<file path="src/fcs_pkg.sv">
`default_nettype none

package fcs_pkg;

	localparam int COORD_BITS  = 9;
	localparam int RAD_BITS    = 7;
	localparam int COLOR_BITS  = 16;
	localparam int ERR_BITS    = 11;
	localparam int MAX_RESULTS = 64;
	localparam int N_BITS      = $clog2(MAX_RESULTS + 1);
	localparam int PC_BITS     = 2;
	localparam int UCODE_DEPTH = 1 << PC_BITS;

	localparam logic [COORD_BITS-1:0] ACTIVE_RESET = COORD_BITS'(240);

	// configuration register indexes
	localparam logic REG_ACTIVE_WIDTH  = 1'b0;
	localparam logic REG_ACTIVE_HEIGHT = 1'b1;

	// microprogram addresses
	localparam logic [PC_BITS-1:0] PC_WAIT  = PC_BITS'(0);
	localparam logic [PC_BITS-1:0] PC_INIT  = PC_BITS'(1);
	localparam logic [PC_BITS-1:0] PC_SPAN  = PC_BITS'(2);
	localparam logic [PC_BITS-1:0] PC_SPARE = PC_BITS'(3);

	typedef struct packed {
		logic [COORD_BITS-1:0] center_x;
		logic [COORD_BITS-1:0] center_y;
		logic [RAD_BITS-1:0]   radius;
		logic [COLOR_BITS-1:0] color;
	} in_item_t;

	typedef struct packed {
		logic [COORD_BITS-1:0] near_row_below;
		logic [COORD_BITS-1:0] near_row_above;
		logic [COORD_BITS-1:0] near_start;
		logic [COORD_BITS-1:0] near_width;
		logic [COORD_BITS-1:0] far_row_below;
		logic [COORD_BITS-1:0] far_row_above;
		logic [COORD_BITS-1:0] far_start;
		logic [COORD_BITS-1:0] far_width;
		logic [3:0]            span_valid;
		logic [COLOR_BITS-1:0] span_color;
		logic                  last;
	} out_item_t;

	typedef struct packed {
		logic [COORD_BITS-1:0] row_below;
		logic [COORD_BITS-1:0] row_above;
		logic [COORD_BITS-1:0] start;
		logic [COORD_BITS-1:0] width;
		logic [1:0]            valid;
	} pair_t;

	// datapath controls from the microword
	typedef struct packed {
		logic in_rdy;
		logic init;
		logic emit;
	} ctl_t;

	// datapath status back to the sequencer
	typedef struct packed {
		logic in_fire;
		logic emit_fire;
		logic last_fire;
	} stat_t;

	typedef enum logic [1:0] {
		COND_ALWAYS,
		COND_IN,
		COND_LAST
	} cond_t;

	typedef struct packed {
		ctl_t                ctl;
		cond_t               cond;
		logic [PC_BITS-1:0]  target;
	} uword_t;

	// step: take a circle, set up the loop, then one span result per step while the output is not stalled
	localparam uword_t UCODE [UCODE_DEPTH] = '{
		'{ctl: '{in_rdy: 1'b1, init: 1'b0, emit: 1'b0}, cond: COND_IN,     target: PC_INIT},
		'{ctl: '{in_rdy: 1'b0, init: 1'b1, emit: 1'b0}, cond: COND_ALWAYS, target: PC_SPAN},
		'{ctl: '{in_rdy: 1'b0, init: 1'b0, emit: 1'b1}, cond: COND_LAST,   target: PC_WAIT},
		'{ctl: '{in_rdy: 1'b0, init: 1'b0, emit: 1'b0}, cond: COND_ALWAYS, target: PC_WAIT}
	};

endpackage

`default_nettype wire

</file>
<file path="src/fcs_pair.sv">
`default_nettype none

module fcs_pair import fcs_pkg::*; (
	input  wire logic [COORD_BITS-1:0] cx,
	input  wire logic [COORD_BITS-1:0] cy,
	input  wire logic [RAD_BITS-1:0]   d,
	input  wire logic [RAD_BITS-1:0]   h,
	input  wire logic [COORD_BITS-1:0] aw,
	input  wire logic [COORD_BITS-1:0] ah,
	output pair_t                      pair
);

	logic [COORD_BITS-1:0] hx, dx, start, wfull, above;
	logic [COORD_BITS:0]   span_end, below;
	logic                  on_x, vb, va;

	always_comb begin
		hx       = COORD_BITS'(h);
		dx       = COORD_BITS'(d);
		start    = (cx > hx) ? cx - hx : '0;
		wfull    = COORD_BITS'({h, 1'b1});
		span_end = {1'b0, start} + {1'b0, wfull};
		on_x     = start < aw;
		below    = {1'b0, cy} + {1'b0, dx};
		above    = cy - dx;
		vb       = on_x && (below < {1'b0, ah});
		va       = on_x && (cy >= dx) && (above < ah);

		pair.start     = start;
		pair.row_below = vb ? below[COORD_BITS-1:0] : '0;
		pair.row_above = va ? above : '0;
		pair.valid     = {va, vb};
		if (!on_x) begin
			pair.width = '0;
		end else if (span_end > {1'b0, aw}) begin
			pair.width = aw - start;
		end else begin
			pair.width = wfull;
		end
	end

endmodule

`default_nettype wire

</file>
<file path="src/fcs_ucode.sv">
`default_nettype none

module fcs_ucode import fcs_pkg::*; (
	input  wire logic  clk,
	input  wire logic  arst_n,
	input  wire stat_t st,
	output ctl_t       ctl
);

	logic [PC_BITS-1:0] pc_q;
	uword_t             uw;
	logic               take;

	always_comb begin
		uw = UCODE[pc_q];
		case (uw.cond)
			COND_ALWAYS: take = 1'b1;
			COND_IN:     take = st.in_fire;
			COND_LAST:   take = st.last_fire;
			default:     take = 1'b0;
		endcase
	end

	assign ctl = uw.ctl;

	// no jump means the step repeats
	always_ff @(posedge clk or negedge arst_n) begin
		if (!arst_n) begin
			pc_q <= PC_WAIT;
		end else if (take) begin
			pc_q <= uw.target;
		end
	end

endmodule

`default_nettype wire

</file>
<file path="src/fcs_dpath.sv">
`default_nettype none

module fcs_dpath import fcs_pkg::*; #(
	parameter int MAX_RADIUS = 85
) (
	input  wire logic                  clk,
	input  wire logic                  arst_n,
	input  wire ctl_t                  ctl,
	output stat_t                      st,
	input  wire logic [COORD_BITS-1:0] aw,
	input  wire logic [COORD_BITS-1:0] ah,
	input  wire logic                  in_valid,
	input  wire in_item_t              in_data,
	output logic                       out_valid,
	input  wire logic                  out_stall,
	output out_item_t                  out_data
);

	localparam logic [RAD_BITS-1:0] RMAX = RAD_BITS'(MAX_RADIUS);

	in_item_t                    in_q;
	logic [RAD_BITS-1:0]         x_q, y_q;
	logic signed [ERR_BITS-1:0]  err_q;
	logic [N_BITS-1:0]           n_q;
	logic                        out_valid_q;
	out_item_t                   out_q;

	logic [RAD_BITS-1:0]         r_sat, y1, x1;
	logic signed [RAD_BITS:0]    dif;
	logic signed [ERR_BITS-1:0]  err1, inc_a, inc_b;
	logic [N_BITS-1:0]           n1;
	logic                        dec, last, emit_fire;
	pair_t                       near_p, far_p;
	out_item_t                   res;

	fcs_pair u_near (
		.cx(in_q.center_x), .cy(in_q.center_y), .d(y_q), .h(x_q),
		.aw(aw), .ah(ah), .pair(near_p)
	);

	fcs_pair u_far (
		.cx(in_q.center_x), .cy(in_q.center_y), .d(x_q), .h(y_q),
		.aw(aw), .ah(ah), .pair(far_p)
	);

	always_comb begin
		r_sat = (in_q.radius > RMAX) ? RMAX : in_q.radius;
		dec   = !err_q[ERR_BITS-1];
		y1    = y_q + RAD_BITS'(1);
		x1    = dec ? x_q - RAD_BITS'(1) : x_q;
		dif   = $signed({1'b0, y1}) - $signed({1'b0, x1});
		inc_a = ERR_BITS'({y1, 1'b1});
		inc_b = ERR_BITS'(signed'({dif, 1'b1}));
		err1  = err_q + (dec ? inc_b : inc_a);
		n1    = n_q + N_BITS'(1);
		// x1 < y1 (x - 1 < y + 1 when x steps) written without going negative
		last  = (dec ? ({1'b0, x_q} < {1'b0, y_q} + (RAD_BITS + 1)'(2))
		             : ({1'b0, x_q} < {1'b0, y_q} + (RAD_BITS + 1)'(1)))
		        || (n1 >= N_BITS'(MAX_RESULTS));

		res.near_row_below = near_p.row_below;
		res.near_row_above = near_p.row_above;
		res.near_start     = near_p.start;
		res.near_width     = near_p.width;
		res.far_row_below  = far_p.row_below;
		res.far_row_above  = far_p.row_above;
		res.far_start      = far_p.start;
		res.far_width      = far_p.width;
		res.span_valid     = {far_p.valid, near_p.valid};
		res.span_color     = in_q.color;
		res.last           = last;
	end

	assign emit_fire    = ctl.emit && (!out_valid_q || !out_stall);
	assign st.in_fire   = ctl.in_rdy && in_valid;
	assign st.emit_fire = emit_fire;
	assign st.last_fire = emit_fire && last;

	always_ff @(posedge clk) begin
		if (st.in_fire) begin
			in_q <= in_data;
		end
		if (ctl.init) begin
			x_q   <= r_sat;
			y_q   <= '0;
			err_q <= ERR_BITS'(1) - ERR_BITS'(r_sat);
			n_q   <= '0;
		end else if (emit_fire) begin
			x_q   <= x1;
			y_q   <= y1;
			err_q <= err1;
			n_q   <= n1;
		end
		if (emit_fire) begin
			out_q <= res;
		end
	end

	always_ff @(posedge clk or negedge arst_n) begin
		if (!arst_n) begin
			out_valid_q <= 1'b0;
		end else if (emit_fire) begin
			out_valid_q <= 1'b1;
		end else if (!out_stall) begin
			out_valid_q <= 1'b0;
		end
	end

	assign out_valid = out_valid_q;
	assign out_data  = out_q;

endmodule

`default_nettype wire

</file>
<file path="src/filled_circle_span_generator_unit.sv">
// Filled circle span generator.
// Input channel (in_valid / in_stall / in_data): one circle per beat, with
// center, radius and fill color. Output channel (out_valid / out_stall /
// out_data): one beat per midpoint loop step, holding the near span pair
// (rows center_y +/- y, half-width x) and the far pair (rows center_y +/- x,
// half-width y), a 4-bit valid mask, the color and a last flag on the final
// beat of the circle. A radius above MAX_RADIUS is taken as MAX_RADIUS.
// Configuration: cfg_we / cfg_idx / cfg_data write active_width (index 0)
// or active_height (index 1); write only while idle.
// Timing: a circle is taken, the next cycle sets up the loop, and the loop
// then issues one beat per cycle while the output is not stalled, about
// radius/sqrt(2) + 1 beats (at most 64). Each beat is registered in the
// output register before it appears; the steps are run by the microcoded
// sequencer. One circle is in work at a time.
// A stall on the output holds the current beat and freezes the loop; the
// input stays stalled until the last beat of the circle has been issued.
// Reset: sequencer waits for input, output empty, both sizes back to 240.
`default_nettype none

module filled_circle_span_generator_unit import fcs_pkg::*; #(
	parameter int MAX_RADIUS = 85
) (
	input  wire logic                  clk,
	input  wire logic                  arst_n,
	input  wire logic                  cfg_we,
	input  wire logic                  cfg_idx,
	input  wire logic [COORD_BITS-1:0] cfg_data,
	input  wire logic                  in_valid,
	output logic                       in_stall,
	input  wire in_item_t              in_data,
	output logic                       out_valid,
	input  wire logic                  out_stall,
	output out_item_t                  out_data
);

	logic [COORD_BITS-1:0] aw_q, ah_q;
	ctl_t                  ctl;
	stat_t                 st;

	always_ff @(posedge clk or negedge arst_n) begin
		if (!arst_n) begin
			aw_q <= ACTIVE_RESET;
			ah_q <= ACTIVE_RESET;
		end else if (cfg_we) begin
			case (cfg_idx)
				REG_ACTIVE_WIDTH:  aw_q <= cfg_data;
				REG_ACTIVE_HEIGHT: ah_q <= cfg_data;
				default: ;
			endcase
		end
	end

	fcs_ucode u_ucode (
		.clk(clk), .arst_n(arst_n), .st(st), .ctl(ctl)
	);

	fcs_dpath #(.MAX_RADIUS(MAX_RADIUS)) u_dpath (
		.clk(clk), .arst_n(arst_n), .ctl(ctl), .st(st),
		.aw(aw_q), .ah(ah_q),
		.in_valid(in_valid), .in_data(in_data),
		.out_valid(out_valid), .out_stall(out_stall), .out_data(out_data)
	);

	assign in_stall = !ctl.in_rdy;

	// a taken circle blocks the input while its spans are generated
	a_in_blocks: assert property (@(posedge clk) disable iff (!arst_n)
		(in_valid && !in_stall) |=> in_stall)
		else $error("input taken twice in a row");

	// after the last beat is issued the sequencer returns to waiting
	a_last_frees: assert property (@(posedge clk) disable iff (!arst_n)
		st.last_fire |=> !in_stall)
		else $error("input not released after last span");

	// a new beat only appears from an emitting step
	a_emit_src: assert property (@(posedge clk) disable iff (!arst_n)
		$rose(out_valid) |-> $past(ctl.emit))
		else $error("output beat without emit step");

	// results are never issued while an input is being taken
	a_no_overlap: assert property (@(posedge clk) disable iff (!arst_n)
		st.emit_fire |-> in_stall)
		else $error("emit overlaps input acceptance");

endmodule

`default_nettype wire

</file>
<file path="config.mk">
export PLATFORM = sky130hd
export DESIGN_NAME = filled_circle_span_generator_unit
export DESIGN_NICKNAME = d
export VERILOG_FILES = /design/src/fcs_pkg.sv /design/src/fcs_pair.sv /design/src/fcs_ucode.sv /design/src/fcs_dpath.sv /design/src/filled_circle_span_generator_unit.sv
export SDC_FILE = /design/constraint.sdc
export NUM_CORES = 1
export LEC_CHECK = 0
export BUFFER_PORTS_ARGS = -buffer_cell sky130_fd_sc_hd__buf_2
export CORE_ASPECT_RATIO = 1.5
export CORE_UTILIZATION = 30
export CTS_BUF_LIST = sky130_fd_sc_hd__clkbuf_4
export DETAILED_ROUTE_END_ITERATION = 7
export PLACE_DENSITY = 0.58
export SYNTH_ARGS = -nofsm -noshare
export SYNTH_HDL_FRONTEND = slang
export SYNTH_SLANG_ARGS = --single-unit
</file>
<file path="constraint.sdc">
create_clock -name clk -period 11.8 [get_ports clk]
set_input_delay 0.59 -clock clk [delete_from_list [all_inputs] [get_ports clk]]
set_output_delay 0.59 -clock clk [all_outputs]
set_load 0.1 [all_outputs]
</file>
==> metrics, run 1 <==
status complete, no violations; type of the most critical hold path in2reg; clk buf depth 2; main combinational cell family by area after synthesis adder cells; Crit Path Class reg2reg; sequential element share of the synthesized area 0.4248; Syn Nets 1455; Die Wd 169.8 µm; Initial Util 0.3064; top cells by area, synth edfxtp_1 (36%), ha_1 (16%), xnor2_1 (3.9%), a21oi_1 (3.7%), o21ai_0 (3.6%); Routed WL 35.38 mm; vias per cell 4.928; die footprint 43060 µm²; FP Rows 91; Syn Area/Cell 10.30 µm²; Wirelength per Cell 18.10 µm; Compound-Gate Fraction of Synth Area 0.1471; Post-Synth XOR/XNOR Area 0.05809; Post-CTS Repair Setup Buffers 0; Post-synth EDFFs 152; CTS buffer count 17; max_cap viols 0; Top FF cell, synth edfxtp_1; Synth cell types 64; share of layout cells above drive strength 1 0.1640; endpoints failing setup 0; met2 usage 0.3159; Final Hold Vio Count 0; commonest cells in the netlist ha_1 (157), edfxtp_1 (152), inv_1 (96); worst-margin pin slew 0.9536 ns; simple-gate share of the synthesized area 0.1338; Mapped Cells 1230; CP max-delay cell a221oi_4; CP Cell Sequence inv_1, ha_1, o21a_1, o31ai_2, a211oi_1, nor2_1, a22oi_1, nand2_1, inv_1, ha_1, a21oi_1, o21ai_0, o41ai_2, o21ai_4, xor2_1, ha_1, a21oi_1, o21ai_0, o21ai_0, nand2b_1, a221oi_4, mux2i_1; clk sinks 187; unrepaired setup endpoints after global routing no; GRT Total Usage 0.1674; drt initial violations 515; CP Capture Type flop; CTS tree yes; Area Overhead vs Synth 13.57%; total grt overflow 0; ANT nets after route 0; vias 9635; post-synthesis mux area share 0.02480; cts repair resizes 0; Post-synth ARST share 0.1123; Worst-Skew Late Latency 0.67 ns; Clock Skews 0.03830 ns; minimum clock period 6.015 ns; Adder-Cell Fraction of Synth Area 0.1741; Clock transition at path regs 0.20 ns; Ys Warns 0; H-tree depth 4; RD Place Congestion 0.9558; Max FO, Critical Path 10; Top Ports 151; synthesis-stage register bit count 187; overall die height 253.6 µm; final net count 1608; top-count cell post-synth ha_1; Most Used Layer, Global Route met2; core area 41330 µm²; Worst slew margin 0.3594; TritonRoute pass-1 iters 5; CTS root buf clkbuf_4; Layout fillers 4203; Max Transition Viols Final 0; Post-Syn Area 12660 µm²; slowest stage delay, CP 0.63 ns; Startpoint Class flop; fmax 0.1663 GHz; largest net degree at the start of global routing 65; initial antenna violation count 1; Final Cycle Share 0.5097; critical path data required time 12.18 ns; first-pass GRT wire length 54.36 mm; Setup TNS 0 ns; Arr. time, crit path 6.39 ns; DP Wirelength 28.45 mm; I/O Buffers 150; DRC errors left 0; dominant cell type by area after synthesis edfxtp_1; vias in the first global route 9850; share of the synthesized area in the top cell type 0.3604; routing usage on met1 0.1760; M3 GR Usage 0.02398
## through the flow
stage	setup slack, ns	cell area [µm²]	hold WS, ns	utilization	std cells
detailed placement	5.853	14090	0.4045	0.3409	1921
finish	5.785	14380	0.07882	0.3480	1955
CTS	5.793	14380	0.0002405	0.3480	1954
floorplan	6.667	12660	0.2944	-	1230
global placement	6.048	14090	0.4008	0.3409	1921
global route	5.288	14380	0.02356	0.3480	1955
## area by class of cell
cell class | count | area [µm²] | area share
antenna | 1 | 2.502 | 0.0001740
clock buffer | 17 | 127.6 | 0.008873
clock inverter | 15 | 153.9 | 0.01070
inverter | 97 | 366.6 | 0.02549
multi-input combinational | 919 | 6819 | 0.4741
sequential | 187 | 5380 | 0.3740
tap | 558 | 698.2 | 0.04854
timing repair buffer | 161 | 835.8 | 0.05811
## cell usage in the layout, fill, tap and decap left out, types with 17 or more instances in the layout
cell / instances
ha_1: 157
nor2_1: 64
edfxtp_1: 152
a21oi_1: 93
xnor2_1: 56
nor3b_1: 25
mux2i_1: 19
nand2b_1: 22
xor2_1: 28
inv_1: 95
nand3_1: 32
o21a_1: 26
clkbuf_4: 17
nor3_1: 22
o21ai_0: 91
buf_2: 150
a21boi_0: 17
nand2_1: 95
nor2b_1: 26
## sequential cells by signal (all words and copies together) (netlist names)
name / count
u_dpath.err_q: 11
u_dpath.out_data: 93
ah_q: 9
u_dpath.n_q: 7
u_ucode.pc_q: 2
u_dpath.in_q: 41
u_dpath.x_q: 7
u_dpath.out_valid: 1
aw_q: 9
u_dpath.y_q: 7
## worst paths after layout
check / start / end / slack, ns / depth (start not counted)
min in group asynchronous: arst_n / u_dpath.out_valid$_DFFE_PN0P_ / 0.46 / 2
min: in_data[32] / u_dpath.in_q[32]$_DFFE_PP_ / 0.08 / 1
max in group asynchronous: arst_n / aw_q[1]$_DFFE_PN0P_ / 10.93 / 2
max reg2reg: u_dpath.y_q[3]$_SDFFE_PP0P_ / u_dpath.out_data[22]$_SDFFCE_PN0P_ / 5.79 / 22
max: u_dpath.y_q[3]$_SDFFE_PP0P_ / u_dpath.out_data[22]$_SDFFCE_PN0P_ / 5.79 / 22
min reg2reg: u_dpath.in_q[6]$_DFFE_PP_ / u_dpath.out_data[7]$_DFFE_PP_ / 0.44 / 0
## layer usage
layer | wire length, µm | vias up
li1 | - | 4742
met1 | 13650 | 4625
met2 | 19130 | 207
met3 | 1025 | 61
met4 | 1578 | 0
met5 | 0 | -
## critical path, delay by kind of cell (launching register included)
kind                     cells  cell delay (ns)
AO/OA/AOI/OAI               12             3.12
XOR/XNOR                     1             0.16
adder cells (fa/ha/maj)      3             0.98
buffers and inverters        2             0.30
flip-flops                   1             0.61
multiplexers                 1             0.18
AND/OR/NAND/NOR              3             0.38
## kinds of logic after synthesis
kind of cell / count (synthesis)
adders and majority gates: 169
muxes: 30
and+or+nand+nor: 338
buffers and inverters: 124
DFF: 187
AOI/OAI and AO/OA: 298
xor gates and xnor gates: 84
## what timing repair did
action	in CTS	in global routing
hold buffers	1	0
hold endpoints to repair	13	0
setup endpoints to repair	0	0
Power of run 1 is not shown: default switching activity piles up to over one toggle a cycle in this logic, so the estimate is an artifact.
==> run 2, diff against run 1 <==
ABC_AREA = 1   (was default)
PLACE_DENSITY = 0.59   (was 0.58)
clock period = 5.25 ns   (was 11.8 ns; I/O delays follow)
==> run 2 against run 1 <==
Against the previous run:
- critical endpoint is now u_dpath.out_data[23]$_SDFFCE_PN0P_
- final cell count grew 15%
- non-clock buffer count grew 78
- flip-flop and latch count is the same
- worst setup slack lost 5.3 ns
- critical path type unchanged
==> metrics, run 2 <==
Adder-Cell Fraction of Synth Area 0.1727 (-0.001331); R2R Setup Slk 0.46 ns (-5.32 ns); routing usage on met1 0.1896 (+0.01351); Most Used Layer, Global Route met2; overall die height 254.6 µm (+0.38%); Routed WL 36.98 mm (+4.5%); Clock transition at path regs 0.23 ns (+0.03 ns); status complete, no violations; CP max-delay cell dfxtp_2; synthesis-stage register bit count 187 (unchanged); Final Cycle Share 0.9120 (+0.4023); CP Capture Type flop; Post-CTS Repair Setup Buffers 0 (unchanged); CP startpoint u_dpath.y_q[1]$_SDFFE_PP0P_; Initial Util 0.3038 (-0.002669); M3 GR Usage 0.02343 (-0.0005512); vias in the first global route 10570 (+7.3%); total grt overflow 0 (unchanged); crit path to u_dpath.out_data[23]$_SDFFCE_PN0P_; Post-synth ARST share 0.1123 (unchanged); design area 15330 µm² (+6.6%); vias 10570 (+9.7%); simple-gate share of the synthesized area 0.1764 (+0.04260); top-count cell post-synth nand2_1; commonest cells after routing, fill and taps aside nand2_1 (251), inv_1 (213), ha_1 (157), edfxtp_1 (152), buf_2 (150); met2 usage 0.3217 (+0.005738); max_cap viols 0 (unchanged); largest net degree at the start of global routing 56 (-14%); reg2reg end u_dpath.out_data[23]$_SDFFCE_PN0P_; DRC errors left 0 (unchanged); final net count 1900 (+18%); Layout fillers 4320 (+2.8%); fmax 0.2089 GHz (+26%); sequential element share of the synthesized area 0.4216 (-0.003249); Clock Skews 0.05671 ns (+0.01841 ns); clk buf depth 2 (unchanged); core area 42020 µm² (+1.7%); clk sinks 187 (unchanged); Max FO, Critical Path 9 (-1); Startpoint Class flop; H-tree depth 4 (unchanged); Die Wd 170.4 µm (+0.38%); dominant cell type by area after synthesis edfxtp_1; max reg flops 93 (unchanged); Post-Syn Area 12760 µm² (+0.77%); Compound-Gate Fraction of Synth Area 0.1059 (-0.04122); Max Transition Viols Final 0 (unchanged); RD Place Congestion 0.9188 (-3.9%); Area Overhead vs Synth 20.14%; vias per cell 4.690 (-4.8%); type of the most critical hold path in2async; unrepaired setup endpoints after global routing no; Ys Warns 0 (unchanged); TritonRoute pass-1 iters 5 (unchanged); worst r2r src u_dpath.y_q[1]$_SDFFE_PP0P_; I/O Buffers 150 (unchanged); WHS 0.06298 ns (-0.01584 ns); cell area after placement 14440 µm² (+2.5%); Worst Reg-to-Reg Cells 28 (+27%); CTS buffer count 17 (unchanged); worst-margin pin slew 0.7668 ns (-0.1867 ns); Final Hold Vio Count 0 (unchanged); CTS root buf clkbuf_4; DP Wirelength 29.85 mm (+4.9%); post-synthesis mux area share 0 (-0.02480); share of the synthesized area in the top cell type 0.3576 (-0.002756); Post-synth EDFFs 152 (unchanged); slowest stage delay, CP 0.53 ns (-0.10 ns); endpoints failing setup 0 (unchanged); drt initial violations 607 (+18%); Top FF cell, synth edfxtp_1; minimum clock period 4.788 ns (-1.227 ns); Mapped Cells 1432 (+16%); main combinational cell family by area after synthesis simple AND/OR/NAND/NOR gates; final setup margin 0.4620 ns (-5.323 ns); first-pass GRT wire length 56.48 mm (+3.9%); CTS tree yes; top cells by area, synth edfxtp_1 (36%), ha_1 (15%), nand2_1 (7.4%), inv_1 (6.3%), xor2_1 (4.3%); Worst slew margin 0.4888 (+0.1294); Arr. time, crit path 5.24 ns (-1.15 ns); Top Ports 151 (unchanged); die footprint 43390 µm² (+0.76%); Post-Synth XOR/XNOR Area 0.05147 (-0.006621); critical path data required time 5.70 ns (-6.48 ns); FP Rows 92 (+1.1%); Crit Path Class reg2reg; leading cell type in the layout, fill and taps excluded nand2_1; GRT Total Usage 0.1722 (+0.004873); Syn Nets 1657 (+14%); Wirelength per Cell 16.41 µm (-9.3%); share of layout cells above drive strength 1 0.1600 (-0.004088); Syn Area/Cell 8.912 µm² (-13%); Worst-Skew Late Latency 0.69 ns (+0.02 ns); initial antenna violation count 1 (unchanged); Synth cell types 54 (-16%); Setup TNS 0 ns (unchanged); commonest cells in the netlist nand2_1 (251), inv_1 (214), ha_1 (157); Setup WS pre-CTS 0.2979 ns (-5.555 ns); ANT nets after route 0 (unchanged)
run 2: cell count changes in the layout (fill, tap and decap cells not counted), moves of 34 or more:
cell / before / now
dlygate4sd3_1: 1 / 53
inv_1: 95 / 213
nand2_1: 95 / 251
nor2_1: 64 / 137
xnor2_1: 56 / 13
xor2_1: 28 / 62
run 2: through the flow:
stage	utilization	cells
2_1_floorplan	-	1432
3_3_place_gp	0.3436	2167
3_5_place_dp	0.3436	2167
4_1_cts	0.3648	2252
5_1_grt	0.3649	2253
6_report	0.3649	2253
run 2: critical path, delay by kind of cell (launching register included):
family / cells / cell delay, ns
AOI/OAI and AO/OA: 8 / 1.05
buffers and inverters: 6 / 0.80
adders and majority gates: 3 / 1.03
and+or+nand+nor: 9 / 0.96
xor gates and xnor gates: 2 / 0.22
DFF: 1 / 0.53
run 2: timing repair:
action | 4_1_cts | 5_1_grt
endpoints found under the hold margin | 82 | 0
resized for setup | 0 | 1
hold buffers | 53 | 0
setup endpoints to repair | 0 | 9
run 2: cell families after synthesis:
| group | Yosys count |
|---|---|
| AOI/OAI and AO/OA | 242 |
| xor gates and xnor gates | 75 |
| adders and majority gates | 169 |
| buffers and inverters | 243 |
| DFF | 187 |
| and+or+nand+nor | 516 |
run 2: worst min-delay path by stage:
stage,start,slack [ns],cells past startpoint,endpoint
2_1_floorplan,arst_n,-0.03,0,ah_q[0]$_DFFE_PN0P_
4_1_cts,arst_n,0.02,2,u_ucode.pc_q[1]$_DFFE_PN0P_
3_5_place_dp,arst_n,0.28,1,aw_q[8]$_DFFE_PN0P_
3_3_place_gp,arst_n,0.26,1,aw_q[8]$_DFFE_PN0P_
6_report,arst_n,0.06,2,u_ucode.pc_q[1]$_DFFE_PN0P_
5_1_grt,arst_n,0.05,2,u_ucode.pc_q[1]$_DFFE_PN0P_
run 2: cell type report:
| cell class | count | area [µm²] | share of cell area |
|---|---|---|---|
| multi-input combinational | 1002 | 6471 | 0.4221 |
| sequential | 187 | 5381 | 0.3510 |
| timing repair buffer | 239 | 1551 | 0.1012 |
| inverter | 228 | 858.3 | 0.05598 |
| tap | 564 | 705.7 | 0.04603 |
| clock inverter | 15 | 234.0 | 0.01526 |
| clock buffer | 17 | 127.6 | 0.008324 |
| antenna | 1 | 2.502 | 0.0001632 |
run 2: per-layer routing:
layer | up-vias | part of all wire | wire, µm
li1 | 5316 | - | -
met1 | 4931 | 0.40 | 14830
met2 | 243 | 0.53 | 19700
met3 | 76 | 0.030 | 1118
met4 | 0 | 0.036 | 1331
met5 | - | 0 | 0
Power of run 2 is left out for the same reason.
==> run 3, diff against run 2 <==
CORE_MARGIN = 2   (was default)
==> run 3 against run 2 <==
Against the previous run:
- die area up 2.0%
- flip-flop and latch count is the same
- cell area hardly changed
- highest routed layer unchanged
- first-iteration DRC count shrank 2.0%
- clock-buffer cell count stayed put
- maximum frequency rose by 0.41%
- critical path type unchanged
==> metrics, run 3 (synthesis results as in run 2) <==
Startpoint Class flop; Metal-1 WL 14.80 mm (-0.23%); initial antenna violation count 2 (+1); worst r2r src u_dpath.x_q[5]$_DFFE_PP_; overall die height 256.6 µm (+0.79%); endpoints failing setup 0 (unchanged); Area Overhead vs Synth 20.20% (about the same); type of the most critical hold path in2async; first-pass GRT wire length 58.03 mm (+2.7%); status complete, no violations; die footprint 44240 µm² (+2.0%); Clock transition at path regs 0.22 ns (about the same); Worst Reg-to-Reg Cells 27 (-3.6%); cts repair resizes 0 (unchanged); FP Rows 92 (unchanged); core area 42020 µm² (unchanged); Wirelength per Cell 16.50 µm (+0.50%); share of layout cells above drive strength 1 0.1604 (+0.0004024); largest net degree at the start of global routing 63 (+13%); R2R Setup Slk 0.48 ns (+0.02 ns); CP max-delay cell ha_1; uppermost layer routed met4; DRC errors left 0 (unchanged); ANT nets after route 0 (unchanged); CTS buffer count 17 (unchanged); total grt overflow 0 (unchanged); I/O Buffers 150 (unchanged); final net count 1902 (+0.11%); Arr. time, crit path 5.21 ns (-0.03 ns); met3 WL 1.036 mm (-7.3%); CTS tree yes; Die Wd 172.4 µm (+1.2%); max_cap viols 0 (unchanged); minimum clock period 4.768 ns (-0.01964 ns); vias per cell 4.721 (+0.66%); critical path data required time 5.69 ns (about the same); Max Transition Viols Final 0 (unchanged); CP startpoint u_dpath.x_q[5]$_DFFE_PP_; fmax 0.2097 GHz (+0.41%); CP Capture Type flop; H-tree depth 4 (unchanged); met2 routed WL 19.47 mm (-1.2%); CTS root buf clkbuf_4; RD Place Congestion 0.9263 (+0.82%); unrepaired setup endpoints after global routing no; clk sinks 187 (unchanged); DP Wirelength 30.25 mm (+1.3%); worst-margin pin slew 0.8369 ns (+0.07002 ns); commonest cells after routing, fill and taps aside nand2_1 (251), inv_1 (213), ha_1 (157), edfxtp_1 (152), buf_2 (150); TritonRoute pass-1 iters 5 (unchanged); Worst-Skew Late Latency 0.70 ns (about the same); max reg flops 93 (unchanged); Final Cycle Share 0.9083 (-0.003742); leading cell type in the layout, fill and taps excluded nand2_1; Clock Skews 0.04753 ns (-0.009179 ns); slowest stage delay, CP 0.41 ns (-0.12 ns); Max FO, Critical Path 9 (unchanged); drt initial violations 595 (-2.0%); vias in the first global route 10840 (+2.6%); vias 10660 (+0.84%); Routed WL 37.23 mm (+0.68%); Crit Path Class reg2reg; Worst slew margin 0.4421 (-0.04668); Top Ports 151 (unchanged); Final Hold Vio Count 0 (unchanged); reg2reg end u_dpath.out_data[63]$_SDFFCE_PN0P_; GRT Total Usage 0.1721 (about the same); Setup TNS 0 ns (unchanged); Layout fillers 4273 (-1.1%); clk buf depth 2 (unchanged); Initial Util 0.3038 (unchanged)
run 3: worst max-delay path, delay by kind of cell (launching register included):
| kind | cells | cell delay [ns] |
|---|---|---|
| flip-flops | 1 | 0.40 |
| adder cells (fa/ha/maj) | 3 | 1.04 |
| AND/OR/NAND/NOR | 15 | 1.78 |
| buffers and inverters | 3 | 0.25 |
| XOR/XNOR | 1 | 0.16 |
| AO/OA/AOI/OAI | 5 | 0.85 |
run 3: layout make-up:
class                           instances  area [µm²]  share of cell area
Multi-Input combinational cell       1002        6471              0.4219
Sequential cell                       187        5380              0.3507
Timing Repair Buffer                  241        1567              0.1021
Inverter                              228       858.3             0.05595
Tap cell                              564       705.7             0.04600
Clock inverter                         15       222.7             0.01452
Clock buffer                           17       127.6            0.008320
Antenna cell                            3       7.507           0.0004894
run 3: worst max-delay path by stage:
stage,to,slack [ns],cells after the start
floorplan,u_dpath.out_data[58]$_SDFFCE_PN0P_,0.88,27
detailed placement,u_dpath.out_data[22]$_SDFFCE_PN0P_,0.57,28
CTS,u_dpath.out_data[22]$_SDFFCE_PN0P_,0.51,28
finish,u_dpath.out_data[63]$_SDFFCE_PN0P_,0.48,27
global route,u_dpath.out_data[22]$_SDFFCE_PN0P_,0.03,27
global placement,u_dpath.out_data[23]$_SDFFCE_PN0P_,0.55,28
run 3: layer usage:
| layer | vias up | track usage |
|---|---|---|
| met5 | - | 0 |
| met4 | 0 | 0.09617 |
| met3 | 84 | 0.02238 |
| met2 | 216 | 0.3134 |
| met1 | 5039 | 0.1889 |
| li1 | 5316 | - |
run 3: what timing repair did:
| item | CTS | global route |
|---|---|---|
| endpoints found under the setup margin | 0 | 0 |
| setup buffers | 0 | 0 |
| endpoints found under the hold margin | 82 | 0 |
| hold buffers | 53 | 0 |
run 3: through the flow:
step	hold WS (ns)	util	std cells	instance area [µm²]	worst slack [ns]
CTS	0.001515	0.3649	2254	15330	0.5106
detailed placement	0.2707	0.3440	2169	14450	0.5654
global placement	0.2586	0.3440	2169	14450	0.5458
finish	0.04311	0.3651	2257	15340	0.4816
floorplan	-0.03309	-	1432	12760	0.8826
global route	0.01327	0.3651	2257	15340	0.03061
Power of run 3 is left out for the same reason.
